[src/sas_pkg.sv]
// Shared constants, beat types and sequencer states for the sprite animation sequencer.
package sas_pkg;

	localparam int CLIP_DEPTH = 16;
	localparam int CLIP_AW    = $clog2(CLIP_DEPTH);
	localparam int MAX_FRAMES = 256;
	localparam int FRAME_W    = $clog2(MAX_FRAMES);
	localparam int TIME_W     = 16;
	localparam int ELAPSED_W  = 17;
	localparam int LEN_W      = 5;
	localparam int SHEET_W    = 9;
	localparam int PADDR_W    = 5;
	localparam int DIV_W      = 18;
	localparam int DIV_CNT_W  = 5;
	localparam int PROD_W     = SHEET_W + TIME_W;

	typedef enum logic [2:0] {
		REG_CLIP_MODE,
		REG_START_FRAME,
		REG_END_FRAME,
		REG_LOOP_ENABLE,
		REG_FRAME_DURATION,
		REG_CLIP_LENGTH,
		REG_SHEET_COLUMNS,
		REG_SHEET_ROWS
	} reg_idx_t;

	typedef enum logic {
		FUNC_ADVANCE,
		FUNC_LOAD
	} func_t;

	typedef enum logic [3:0] {
		S_IDLE,
		S_DIV_TIME,
		S_PLAN,
		S_DIV_WRAP,
		S_WRAP,
		S_SUB,
		S_CLIP_FETCH,
		S_TILE_LOAD,
		S_DIV_TILE,
		S_FINISH
	} seq_state_t;

	typedef struct packed {
		func_t              func;
		logic [TIME_W-1:0]  delta_time;
		logic [CLIP_AW-1:0] entry_slot;
		logic [FRAME_W-1:0] entry_frame;
	} item_t;

	typedef struct packed {
		logic [FRAME_W-1:0] frame_index;
		logic [7:0]         tile_column;
		logic [7:0]         tile_row_flipped;
		logic               beyond_sheet;
		logic               finished;
	} result_t;

endpackage

[src/sprite_animation_sequencer_unit.sv]
// Sprite animation sequencer: playback state, sequencer and shared restoring divider.
// One item is handled at a time, and the item port stalls until its result has been
// loaded into the output register; that register lets the next item in while the
// result still waits. All division work runs through one restoring divider that
// retires one quotient bit per cycle. A clip load item writes its table entry and then
// runs an 8-step divide for the sheet tile. An advance item runs an 18-step divide
// of elapsed time by the frame duration, then the tile divide; in looping playback
// a second 18-step divide may wrap the position between them. A configuration
// write restarts playback once the sequencer is idle, and items are held off
// until that restart has been applied.
module sprite_animation_sequencer_unit import sas_pkg::*; (
	input  logic               clk,
	input  logic               arst_n,
	input  logic               item_valid,
	output logic               item_stall,
	input  item_t              item,
	output logic               result_valid,
	input  logic               result_stall,
	output result_t            result,
	input  logic               psel,
	input  logic               penable,
	input  logic               pwrite,
	input  logic [PADDR_W-1:0] paddr,
	input  logic [31:0]        pwdata,
	output logic [31:0]        prdata,
	output logic               pready
);

	// configuration
	logic                 clip_mode_q;
	logic [FRAME_W-1:0]   start_frame_q;
	logic [FRAME_W-1:0]   end_frame_q;
	logic                 loop_enable_q;
	logic [TIME_W-1:0]    frame_duration_q;
	logic [LEN_W-1:0]     clip_length_q;
	logic [SHEET_W-1:0]   sheet_columns_q;
	logic [SHEET_W-1:0]   sheet_rows_q;

	// playback state
	seq_state_t           state_q, state_d;
	logic                 restart_q;
	logic [ELAPSED_W-1:0] elapsed_q;
	logic [FRAME_W-1:0]   cur_q;
	logic [CLIP_AW-1:0]   pos_q;
	logic                 done_q;
	logic [FRAME_W-1:0]   clip_table_q [CLIP_DEPTH];

	// shared divider
	logic [DIV_W-1:0]     quo_q;
	logic [TIME_W-1:0]    rem_q;
	logic [TIME_W-1:0]    divisor_q;
	logic [DIV_CNT_W-1:0] cnt_q;
	logic [PROD_W-1:0]    prod_q;
	logic                 result_valid_q;
	result_t              result_q;

	logic                 cfg_wr;
	reg_idx_t             cfg_idx;
	logic                 acc;
	logic                 out_free;
	logic                 div_run;

	logic [TIME_W-1:0]    dur_eff;
	logic [SHEET_W-1:0]   cols_eff;
	logic [SHEET_W-1:0]   rows_eff;
	logic [LEN_W-1:0]     len_eff;
	logic                 clip_active;
	logic [ELAPSED_W:0]   sum;
	logic [ELAPSED_W-1:0] sum_sat;

	logic [ELAPSED_W-1:0] n;
	logic [CLIP_AW-1:0]   pos_c;
	logic [LEN_W-1:0]     clip_k;
	logic [SHEET_W-1:0]   range_k;
	logic [SHEET_W-1:0]   k_sel;
	logic                 n_lt_k;
	logic [PROD_W-1:0]    prod_c;
	logic [FRAME_W-1:0]   off;
	logic [SHEET_W-1:0]   span;
	logic [DIV_W-1:0]     wrap_dividend;
	logic [TIME_W-1:0]    wrap_divisor;

	logic [TIME_W:0]      trial;
	logic                 ge;
	logic [TIME_W:0]      trial_sub;

	logic [FRAME_W-1:0]   row;
	logic                 beyond;
	logic [SHEET_W-1:0]   flip9;
	logic [7:0]           flipped;

	assign cfg_wr  = psel & penable & pwrite & pready;
	assign cfg_idx = reg_idx_t'(paddr[4:2]);

	assign dur_eff     = (frame_duration_q == '0) ? TIME_W'(1) : frame_duration_q;
	assign cols_eff    = (sheet_columns_q == '0) ? SHEET_W'(1) : sheet_columns_q;
	assign rows_eff    = (sheet_rows_q == '0) ? SHEET_W'(1) : sheet_rows_q;
	assign len_eff     = (clip_length_q > LEN_W'(CLIP_DEPTH)) ? LEN_W'(CLIP_DEPTH) : clip_length_q;
	assign clip_active = clip_mode_q && (len_eff != '0);

	assign sum     = {1'b0, elapsed_q} + (ELAPSED_W+1)'(item.delta_time);
	assign sum_sat = sum[ELAPSED_W] ? '1 : sum[ELAPSED_W-1:0];

	// step planning after the time divide
	assign n       = quo_q[ELAPSED_W-1:0];
	assign pos_c   = ({1'b0, pos_q} >= len_eff) ? CLIP_AW'(len_eff - LEN_W'(1)) : pos_q;
	assign clip_k  = len_eff - LEN_W'(pos_c);
	assign range_k = (cur_q <= end_frame_q) ?
		SHEET_W'(end_frame_q) - SHEET_W'(cur_q) + SHEET_W'(1) : SHEET_W'(1);
	assign k_sel   = clip_active ? SHEET_W'(clip_k) : range_k;
	assign n_lt_k  = n < ELAPSED_W'(k_sel);
	assign prod_c  = PROD_W'(k_sel) * PROD_W'(dur_eff);
	assign off     = (cur_q >= start_frame_q && cur_q <= end_frame_q) ?
		cur_q - start_frame_q : '0;
	assign span    = SHEET_W'(end_frame_q) - SHEET_W'(start_frame_q) + SHEET_W'(1);
	assign wrap_dividend = clip_active ? DIV_W'(pos_c) + DIV_W'(n) : DIV_W'(off) + DIV_W'(n);
	assign wrap_divisor  = clip_active ? TIME_W'(len_eff) : TIME_W'(span);

	// one restoring step
	assign trial     = {rem_q, quo_q[DIV_W-1]};
	assign ge        = trial >= {1'b0, divisor_q};
	assign trial_sub = ge ? trial - {1'b0, divisor_q} : trial;

	// tile position
	assign row     = quo_q[FRAME_W-1:0];
	assign beyond  = SHEET_W'(row) >= rows_eff;
	assign flip9   = rows_eff - SHEET_W'(1) - SHEET_W'(row);
	assign flipped = beyond ? 8'd0 : (flip9 > SHEET_W'(255) ? 8'hFF : flip9[7:0]);

	// next state
	always_comb begin
		state_d = state_q;
		case (state_q)
			S_IDLE: begin
				if (acc) begin
					state_d = (item.func == FUNC_ADVANCE) ? S_DIV_TIME : S_TILE_LOAD;
				end
			end
			S_DIV_TIME: begin
				if (cnt_q == DIV_CNT_W'(1)) begin
					state_d = S_PLAN;
				end
			end
			S_PLAN: begin
				if (clip_active) begin
					if (loop_enable_q) begin
						state_d = S_DIV_WRAP;
					end else if (n_lt_k) begin
						state_d = S_CLIP_FETCH;
					end else begin
						state_d = S_SUB;
					end
				end else if (n == '0) begin
					state_d = S_TILE_LOAD;
				end else if (loop_enable_q) begin
					state_d = (start_frame_q <= end_frame_q) ? S_DIV_WRAP : S_TILE_LOAD;
				end else begin
					state_d = n_lt_k ? S_TILE_LOAD : S_SUB;
				end
			end
			S_DIV_WRAP: begin
				if (cnt_q == DIV_CNT_W'(1)) begin
					state_d = S_WRAP;
				end
			end
			S_WRAP: begin
				state_d = clip_active ? S_CLIP_FETCH : S_TILE_LOAD;
			end
			S_SUB: begin
				state_d = clip_active ? S_CLIP_FETCH : S_TILE_LOAD;
			end
			S_CLIP_FETCH: begin
				state_d = S_TILE_LOAD;
			end
			S_TILE_LOAD: begin
				state_d = S_DIV_TILE;
			end
			S_DIV_TILE: begin
				if (cnt_q == DIV_CNT_W'(1)) begin
					state_d = S_FINISH;
				end
			end
			S_FINISH: begin
				if (out_free) begin
					state_d = S_IDLE;
				end
			end
			default: begin
				state_d = S_IDLE;
			end
		endcase
	end

	// sequencer outputs
	always_comb begin
		item_stall = (state_q != S_IDLE) || restart_q;
		acc        = item_valid && !item_stall;
		out_free   = !result_valid_q || !result_stall;
		pready     = 1'b1;
		case (state_q)
			S_DIV_TIME, S_DIV_WRAP, S_DIV_TILE: div_run = 1'b1;
			default:                            div_run = 1'b0;
		endcase
	end

	assign result_valid = result_valid_q;
	assign result       = result_q;

	always_comb begin
		prdata = '0;
		case (cfg_idx)
			REG_CLIP_MODE:      prdata = 32'(clip_mode_q);
			REG_START_FRAME:    prdata = 32'(start_frame_q);
			REG_END_FRAME:      prdata = 32'(end_frame_q);
			REG_LOOP_ENABLE:    prdata = 32'(loop_enable_q);
			REG_FRAME_DURATION: prdata = 32'(frame_duration_q);
			REG_CLIP_LENGTH:    prdata = 32'(clip_length_q);
			REG_SHEET_COLUMNS:  prdata = 32'(sheet_columns_q);
			REG_SHEET_ROWS:     prdata = 32'(sheet_rows_q);
			default:            prdata = '0;
		endcase
	end

	always_ff @(posedge clk or negedge arst_n) begin
		if (!arst_n) begin
			clip_mode_q      <= 1'b0;
			start_frame_q    <= '0;
			end_frame_q      <= '0;
			loop_enable_q    <= 1'b0;
			frame_duration_q <= TIME_W'(10);
			clip_length_q    <= '0;
			sheet_columns_q  <= SHEET_W'(1);
			sheet_rows_q     <= SHEET_W'(1);
		end else if (cfg_wr) begin
			case (cfg_idx)
				REG_CLIP_MODE:      clip_mode_q      <= pwdata[0];
				REG_START_FRAME:    start_frame_q    <= pwdata[FRAME_W-1:0];
				REG_END_FRAME:      end_frame_q      <= pwdata[FRAME_W-1:0];
				REG_LOOP_ENABLE:    loop_enable_q    <= pwdata[0];
				REG_FRAME_DURATION: frame_duration_q <= pwdata[TIME_W-1:0];
				REG_CLIP_LENGTH:    clip_length_q    <= pwdata[LEN_W-1:0];
				REG_SHEET_COLUMNS:  sheet_columns_q  <= pwdata[SHEET_W-1:0];
				REG_SHEET_ROWS:     sheet_rows_q     <= pwdata[SHEET_W-1:0];
				default:            clip_mode_q      <= clip_mode_q;
			endcase
		end
	end

	always_ff @(posedge clk or negedge arst_n) begin
		if (!arst_n) begin
			state_q        <= S_IDLE;
			restart_q      <= 1'b0;
			elapsed_q      <= '0;
			cur_q          <= '0;
			pos_q          <= '0;
			done_q         <= 1'b0;
			result_valid_q <= 1'b0;
		end else begin
			state_q <= state_d;
			if (state_q == S_FINISH && out_free) begin
				result_valid_q <= 1'b1;
			end else if (!result_stall) begin
				result_valid_q <= 1'b0;
			end
			if (cfg_wr) begin
				restart_q <= 1'b1;
			end else if (state_q == S_IDLE) begin
				restart_q <= 1'b0;
			end
			case (state_q)
				S_IDLE: begin
					if (restart_q) begin
						elapsed_q <= '0;
						pos_q     <= '0;
						done_q    <= 1'b0;
						cur_q     <= clip_active ? clip_table_q[0] : start_frame_q;
					end else if (acc && item.func == FUNC_ADVANCE) begin
						elapsed_q <= sum_sat;
					end
				end
				S_PLAN: begin
					if (clip_active) begin
						if (loop_enable_q) begin
							elapsed_q <= ELAPSED_W'(rem_q);
						end else if (n_lt_k) begin
							pos_q     <= pos_c + n[CLIP_AW-1:0];
							elapsed_q <= ELAPSED_W'(rem_q);
						end else begin
							pos_q  <= CLIP_AW'(len_eff - LEN_W'(1));
							done_q <= 1'b1;
						end
					end else if (n != '0) begin
						if (loop_enable_q) begin
							elapsed_q <= ELAPSED_W'(rem_q);
							if (start_frame_q > end_frame_q) begin
								cur_q <= start_frame_q;
							end
						end else if (n_lt_k) begin
							cur_q     <= cur_q + n[FRAME_W-1:0];
							elapsed_q <= ELAPSED_W'(rem_q);
						end else begin
							cur_q  <= end_frame_q;
							done_q <= 1'b1;
						end
					end
				end
				S_WRAP: begin
					if (clip_active) begin
						pos_q <= rem_q[CLIP_AW-1:0];
					end else begin
						cur_q <= start_frame_q + rem_q[FRAME_W-1:0];
					end
				end
				S_SUB: begin
					elapsed_q <= elapsed_q - prod_q[ELAPSED_W-1:0];
				end
				S_CLIP_FETCH: begin
					cur_q <= clip_table_q[pos_q];
				end
				default: begin
					done_q <= done_q;
				end
			endcase
		end
	end

	always_ff @(posedge clk) begin
		if (state_q == S_IDLE && acc && item.func == FUNC_LOAD) begin
			clip_table_q[item.entry_slot] <= item.entry_frame;
		end
	end

	always_ff @(posedge clk) begin
		if (div_run) begin
			rem_q <= trial_sub[TIME_W-1:0];
			quo_q <= {quo_q[DIV_W-2:0], ge};
			cnt_q <= cnt_q - DIV_CNT_W'(1);
		end else begin
			case (state_q)
				S_IDLE: begin
					quo_q     <= DIV_W'(sum_sat);
					rem_q     <= '0;
					divisor_q <= dur_eff;
					cnt_q     <= DIV_CNT_W'(DIV_W);
				end
				S_PLAN: begin
					quo_q     <= wrap_dividend;
					rem_q     <= '0;
					divisor_q <= wrap_divisor;
					cnt_q     <= DIV_CNT_W'(DIV_W);
					prod_q    <= prod_c;
				end
				S_TILE_LOAD: begin
					quo_q     <= {cur_q, {(DIV_W-FRAME_W){1'b0}}};
					rem_q     <= '0;
					divisor_q <= TIME_W'(cols_eff);
					cnt_q     <= DIV_CNT_W'(FRAME_W);
				end
				S_FINISH: begin
					if (out_free) begin
						result_q.frame_index      <= cur_q;
						result_q.tile_column      <= rem_q[7:0];
						result_q.tile_row_flipped <= flipped;
						result_q.beyond_sheet     <= beyond;
						result_q.finished         <= done_q;
					end
				end
				default: begin
					cnt_q <= cnt_q;
				end
			endcase
		end
	end

endmodule
[config.mk]
export PLATFORM = sky130hd
export DESIGN_NAME = sprite_animation_sequencer_unit
export DESIGN_NICKNAME = d
export VERILOG_FILES = /design/src/sas_pkg.sv /design/src/sprite_animation_sequencer_unit.sv
export SDC_FILE = /design/constraint.sdc
export NUM_CORES = 1
export LEC_CHECK = 0
export BUFFER_PORTS_ARGS = -buffer_cell sky130_fd_sc_hd__buf_2
export CORE_ASPECT_RATIO = 1.4
export CORE_UTILIZATION = 50
export CTS_CLUSTER_SIZE = 25
export DETAILED_ROUTE_END_ITERATION = 10
export GPL_TIMING_DRIVEN = 0
export PLACE_DENSITY_LB_ADDON = 0.05
export SYNTH_ARGS = -nofsm -noshare
export SYNTH_HDL_FRONTEND = slang
export SYNTH_SLANG_ARGS = --single-unit
[constraint.sdc]
create_clock -name clk -period 12.6 [get_ports clk]
set_input_delay 0.63 -clock clk [delete_from_list [all_inputs] [get_ports clk]]
set_output_delay 0.63 -clock clk [all_outputs]
set_load 0.1 [all_outputs]
==> metrics.md, run 1 <==
| Metric | Value |
|---|---|
| Status | finished clean |
| Setup crit end kind | register |
| CORE AREA | 46100 um2 |
| Distinct cells, synth | 85 |
| Ant diodes | 0 |
| Synth cell count leaders | inv_1 (260), edfxtp_1 (226), nand2_1 (204) |
| Fill cell count | 4102 |
| Final Slew Violations | 0 |
| DIE WIDTH | 185 um |
| Final setup violation count | 0 |
| CTS buffer count | 34 |
| Cell Area, Synth | 23400 um2 |
| Slowest cell on crit path | o41ai_1 |
| Async SR Flop Fraction | 29.2% |
| Pin count of the biggest net entering global routing | 52 |
| CTS tree | done |
| Yosys warns | 0 |
| Hpwl dp | 57.6 mm |
| Fin. Hold Viols | 0 |
| DRT iter0 DRCs | 1140 |
| Reg clk slew, reported paths | 0.07 ns |
| Initial core utilization | approximately half |
| Hold Crit Class | in2async |
| Worst-margin pin slew | 1.35 ns |
| Max_slew headroom | under 10% |
| GP Congestion | 0.949 |
| Vias in the first global route | 17.9k |
| Cts hold-fix bufs | 0 |
| First-pass GRT wire length | 108 mm |
| Top cells by area, synth | edfxtp_1 (29%), ha_1 (10%), dfrtp_1 (9.5%) |
| Post-DR vias/cell | 5.88 |
| DR DRC count | 0 |
| H-tree Lvls | 2 |
| Total GRT Usage | between 30% and 40% |
| Synth top area share | about 29% |
| PostCTS Resize Cnt | 0 |
| Wire per inst | 24.0 um |
| CP most frequent cell | inv_1 |
| P&R area growth vs syn | 10.8% |
| CP arrival | slightly below 10 ns |
| Fin Setup TNS | 0 ns |
| Avg Inst Size Synth | 10.4 um2 |
| Maximum buffer depth of the clock tree | 3 |
| RSZ-0062 raised after global routing | false |
| Std-Cell Rows | 93 |
| Number of synthesized flops with an enable pin | between 200 and 250 |
| Die area | 47600 um2 |
| Number of I/O port buffers | 96 |
| Grt total ovfl | 0 |
| CP peak stage delay | ~0.56 ns |
| Synth Instances | 2253 |
| Clock skew | roughly 0.018 ns |
| IO Count | 134 |
| CP Class | reg2reg |
| Antenna violations before repair | 0 |
| Root Driver | clkbuf_16 |
| Worst Path Required | ~13 ns |
| Seq cells post-synth | 319 |
| Drt first pass iters | 5 |
| Most common cell in the netlist | inv_1 |
| Fmax | 105 MHz |
| Area leader, netlist | edfxtp_1 |
| Peak fanout along the critical path | 10 |
| Via count | about 18k |
| Die Height | 258 um |
| Number of max-cap violations | 0 |
| Period minus WS final | 9.48 ns |
| Post-CTS Setup Bufs | 0 |
| Startpoint types | register |
| Clk Latency, worst-skew pair | 0.55 ns |
| Ys flop type | edfxtp_1 |
| Fin nets | around 2.7k |
| Final ANT Viol Nets | 0 |
| Seq/Total Area, Yosys | between 30% and 40% |
| Share of cells above drive strength 1 | 12.6% |
| CTS Sinks | around 320 |
| Drt total wl | between 70 and 80 mm |
| Final Cycle Share | 75.2% |
## per-layer routing
layer  global-route usage [%]  wire length, um
met5                        0                0
met1                     33.9            26000
met3                     3.10             3190
met4                     21.9             5830
met2                     56.3            38000
## layout by cell type, fill, tap and decap left out, types with 9 or more instances in the layout
cell type  Yosys  routed
nor3_1        29      25
edfxtp_1     226     226
and3_1        14      14
nand2_1      204     204
mux4_2        44      44
inv_1        260     260
o211ai_1       9       9
clkbuf_1      74      78
a21o_1        41      41
o22ai_1        9       9
nand2b_1      25      25
or3_1          9       9
xor2_1        35      35
clkbuf_16      0      34
mux2i_1       17      17
nand3_1       22      22
nor2_1       145     145
o21a_1        27      27
xnor2_1       73      73
a22o_1        12      12
a22oi_1       34      34
buf_4         18      19
and2_1        44      44
buf_2         10     105
nor2b_1       25      25
mux2_2        47      47
dfrtp_1       89      89
o21bai_1      17      17
ha_1         186     186
nor4_1        15      15
fa_1          86      86
nand4_1        9       9
o21ai_1       12      12
a221o_1        9       9
a211oi_1      15      15
a21oi_1      133     132
o21ai_0       94      94
a31oi_1       12      12
conb_1         2      17
## kinds of logic (layout without fill, tap and decap cells)
group           Yosys count  after routing  synth area share [%]
mux                     108            108                  7.24
fa+ha+maj               272            272                  17.3
buf+inv                 373            532                  6.37
flops                   319            319                  39.0
xor+xnor                110            110                  4.24
other cells               2             17                0.0322
compound gates          506            506                  14.5
simple gates            563            563                  11.2
## cell type report
| cell class | count | area, um2 | share of cell area (%) |
|---|---|---|---|
| buffer | 111 | 505 | 1.95 |
| clock buffer | 39 | 870 | 3.36 |
| clock inverter | 21 | 264 | 1.02 |
| inverter | 262 | 983 | 3.80 |
| multi-input combinational | 1576 | 12800 | 49.6 |
| sequential | 319 | 9120 | 35.2 |
| tap | 617 | 772 | 2.98 |
| timing repair buffer | 99 | 537 | 2.07 |
## through the flow
step	instance area [um2]	setup WS [ns]	cells	utilization, %	hold slack (ns)
final	25900	3.12	3044	56.2	0.176
after floorplan	23400	5.19	2268	-	0.334
after global placement	24700	3.20	2981	53.5	0.446
after global routing	25900	2.43	3044	56.2	0.235
after CTS	25900	3.10	3044	56.2	0.192
after detailed placement	24800	3.19	2984	53.7	0.451
## critical path, delay by kind of cell (launching register included)
| kind | cells | cell delay, ns |
|---|---|---|
| compound gates | 12 | 2.96 |
| flops | 1 | 0.33 |
| buf+inv | 9 | 1.97 |
| xor+xnor | 2 | 0.38 |
| simple gates | 6 | 0.79 |
| fa+ha+maj | 7 | 2.74 |
## registers in the layout, indices dropped and copies added, names as in the netlist, 16 cells and up
signal,flops
frame_duration_q,16
elapsed_q,17
rem_q,16
divisor_q,16
result,26
prod_q,17
clip_table_q,128
quo_q,18
## path summary, 6_finish.rpt
path                       slack [ns]  depth (start not counted)                               end                  from
hold / removal                   0.18                          1  frame_duration_q[14]$_DFFE_PN0P_                arst_n
max in group asynchronous       11.68                          2    sheet_columns_q[0]$_DFFE_PN1P_                arst_n
min in group clk                 0.31                          3  frame_duration_q[13]$_DFFE_PN0P_            pwdata[13]
hold reg to reg                  0.47                          0               result[0]$_DFFE_PP_    done_q$_DFFE_PN0P_
setup / recovery                 3.12                         36              prod_q[16]$_DFFE_PP_  pos_q[0]$_DFFE_PN0P_
setup reg to reg                 3.12                         36              prod_q[16]$_DFFE_PP_  pos_q[0]$_DFFE_PN0P_
Power of run 1 is not shown: default switching activity piles up to over one toggle a cycle in this logic, so the estimate is an artifact.
==> run 2: changes to the inputs <==
--- a/config.mk
+++ b/config.mk
@@ -5,6 +5,7 @@
 export SDC_FILE = /design/constraint.sdc
 export NUM_CORES = 1
 export LEC_CHECK = 0
+export ABC_AREA = 1
 export BUFFER_PORTS_ARGS = -buffer_cell sky130_fd_sc_hd__buf_2
 export CORE_ASPECT_RATIO = 1.4
 export CORE_UTILIZATION = 50
==> constraint.sdc (replaced) <==
create_clock -name clk -period 8.3 [get_ports clk]
set_input_delay 0.415 -clock clk [delete_from_list [all_inputs] [get_ports clk]]
set_output_delay 0.415 -clock clk [all_outputs]
set_load 0.1 [all_outputs]
==> metrics.md, run 2 <==
| Metric | Value |
|---|---|
| Status | finished clean |
| Cell family with most CP delay | adder cells |
| Peak fanout along the critical path | 10 |
| CORE AREA | 47000 um2 |
| Final setup violation count | 0 |
| Vias in the first global route | 20.9k |
| Final Slew Violations | 0 |
| DR DRC count | 0 |
| P&R area growth vs syn | 11.0% |
| CP arrival | 8.17 ns |
| Max reg flops | 128 |
| Share of cells above drive strength 1 | 9.09% |
| Number of max-cap violations | 0 |
| Via count | 21.0k |
| Multi-input gate area | 12700 um2 |
| Reg area | 9120 um2 |
| Clock skew | 0.0441 ns |
| Async SR Flop Fraction | 29.2% |
| Period minus WS final | 7.90 ns |
| Avg Inst Size Synth | 8.29 um2 |
| Slowest cell on crit path | fa_1 |
| Ys flop type | edfxtp_1 |
| Reg clk slew, reported paths | 0.06 ns |
| Antenna violations before repair | 0 |
| CTS buffer count | 35 |
| Die area | approximately 50000 um2 |
| Die Height | 261 um |
| Root Driver | clkbuf_16 |
| CTS Sinks | 319 |
| Max_slew headroom | 23.1% |
| IO Count | 134 |
| Seq/Total Area, Yosys | a little under two fifths |
| Pin count of the biggest net entering global routing | 66 |
| CP Class | reg2reg |
| CP peak stage delay | roughly 0.54 ns |
| Hpwl dp | 67.8 mm |
| Worst hold slack | 0.0842 ns |
| Fin Setup TNS | 0 ns |
| CP most frequent cell | inv_1 |
| Fin nets | 3377 |
| Wire per inst | 23.1 um |
| Final Cycle Share | 95.2% |
| Seq cells post-synth | 319 |
| Maximum buffer depth of the clock tree | 3 |
| GP Congestion | 1.04 |
| Synth cell count leaders | nand2_1 (555), inv_1 (432), nor2_1 (267) |
| Number of synthesized flops with an enable pin | 226 |
| Drt first pass iters | 6 |
| DRT iter0 DRCs | 1564 |
| Hold Path Stages | 3 |
| Fill cell count | 4447 |
| Number of I/O port buffers | between 90 and 100 |
| DIE WIDTH | 187 um |
| Most common cell after layout, fill and taps aside | nand2_1 |
| Std-Cell Rows | 94 |
| Startpoint types | register |
| Hold Crit Class | in2reg |
| Top cells by area, synth | edfxtp_1 (28%), ha_1 (9.8%), dfrtp_1 (9.3%) |
| Most frequent cells in the layout | nand2_1 (552), inv_1 (432), nor2_1 (263), o21ai_0 (236), edfxtp_1 (226) |
| Area leader, netlist | edfxtp_1 |
| Fin. Hold Viols | 0 |
| Worst-margin pin slew | 1.15 ns |
| Distinct cells, synth | 64 |
| Grt total ovfl | 0 |
| CP bufs+invs | 9 |
| Worst Path Required | 8.57 ns |
| Setup crit end kind | register |
| Crit. path cell count | 36 |
| Drt total wl | 85.0 mm |
| Fmax | 127 MHz |
| Synth top area share | 28.4% |
| Ant diodes | 0 |
| R2r worst-path depth | 36 |
| Clk Latency, worst-skew pair | 0.57 ns |
| First-pass GRT wire length | 125 mm |
| Cell Area, Synth | 23900 um2 |
| Post-DR vias/cell | 5.69 |
| Yosys warns | 0 |
| Initial core utilization | between 50% and 60% |
| Most common cell in the netlist | nand2_1 |
| Flop2flop setup slack | between 0.3 and 0.4 ns |
| CTS tree | done |
| Register name with the most flops | clip_table_q |
| Synth Instances | 2880 |
| Total GRT Usage | 35.0% |
| H-tree Lvls | 2 |
| Final ANT Viol Nets | 0 |
| RSZ-0062 raised after global routing | false |
-- run 2: cell types whose count changed in the layout (fill, tap and decap cells not counted), sizes merged, moves of 28 or more --
cell,before,now
a21o,41,13
inv,264,444
nand2,204,561
and2,44,1
o21ai,108,265
mux2,47,0
nor2,145,280
nand3,22,140
xnor2,73,35
a21oi,134,189
mux4,44,0
-- run 2: through the flow --
step / instance area, um2 / setup slack, ns / std cells / util, %
after floorplan: 23900 / 1.14 / 2895 / -
after global placement: 25200 / -0.756 / 3617 / 53.6
after detailed placement: 25300 / -0.895 / 3619 / 53.7
after CTS: 26400 / 0.00412 / 3680 / 56.1
after global routing: 26500 / 0.00135 / 3681 / 56.3
final: 26500 / 0.397 / 3681 / 56.3
-- run 2: area by class of cell --
| cell class | instances | share of cell area, % |
|---|---|---|
| buffer | 98 | 1.94 |
| clock inverter | 18 | 0.723 |
| timing repair buffer | 103 | 2.16 |
| multi-input combinational | 2027 | 48.0 |
| sequential | 319 | 34.4 |
| inverter | 448 | 6.35 |
| clock buffer | 44 | 3.47 |
| tap | 624 | 2.95 |
-- run 2: per-layer routing --
metal | track usage, % | wire (um) | up-vias
li1 | - | - | 9874
met1 | 34.9 | 28700 | 10000
met2 | 64.4 | 43500 | 754
met3 | 4.41 | 4340 | 316
met4 | 30.3 | 8450 | 0
met5 | 0 | 0 | -
-- run 2: cell families after synthesis --
| family | synth area share, % |
|---|---|
| AO/OA/AOI/OAI | 14.3 |
| XOR/XNOR | 2.57 |
| adder cells (fa/ha/maj) | 17.0 |
| buffers and inverters | 9.19 |
| flip-flops | 38.2 |
| other | 0.0315 |
| AND/OR/NAND/NOR | 18.7 |
-- run 2: final timing paths --
| path | startpoint | endpoint |
|---|---|---|
| worst max-delay path | clip_length_q[4]$_DFFE_PN0P_ | prod_q[15]$_DFFE_PP_ |
| worst min-delay path | pwdata[10] | frame_duration_q[10]$_DFFE_PN0P_ |
| worst max register to register | clip_length_q[4]$_DFFE_PN0P_ | prod_q[15]$_DFFE_PP_ |
| worst min register to register | done_q$_DFFE_PN0P_ | result[0]$_DFFE_PP_ |
| max in group asynchronous | arst_n | frame_duration_q[1]$_DFFE_PN1P_ |
| min in group asynchronous | arst_n | cur_q[7]$_DFFE_PN0P_ |
-- run 2: worst reg2reg max path, delay by kind of cell, from the launching register on --
family / cells / cell delay [ns]
buffers and inverters: 9 / 0.88
and+or+nand+nor: 9 / 1.27
adders and majority gates: 8 / 3.36
xor gates and xnor gates: 1 / 0.12
AOI/OAI and AO/OA: 9 / 1.57
DFF: 1 / 0.42
-- run 2: repair_timing --
item / CTS / global route
resized for setup: 8 / 24
pin swaps: 0 / 2
hold buffers: 1 / 0
setup endpoints to repair: 8 / 7
endpoints found under the hold margin: 28 / 0
setup buffers: 0 / 2
Power of run 2 is left out for the same reason.
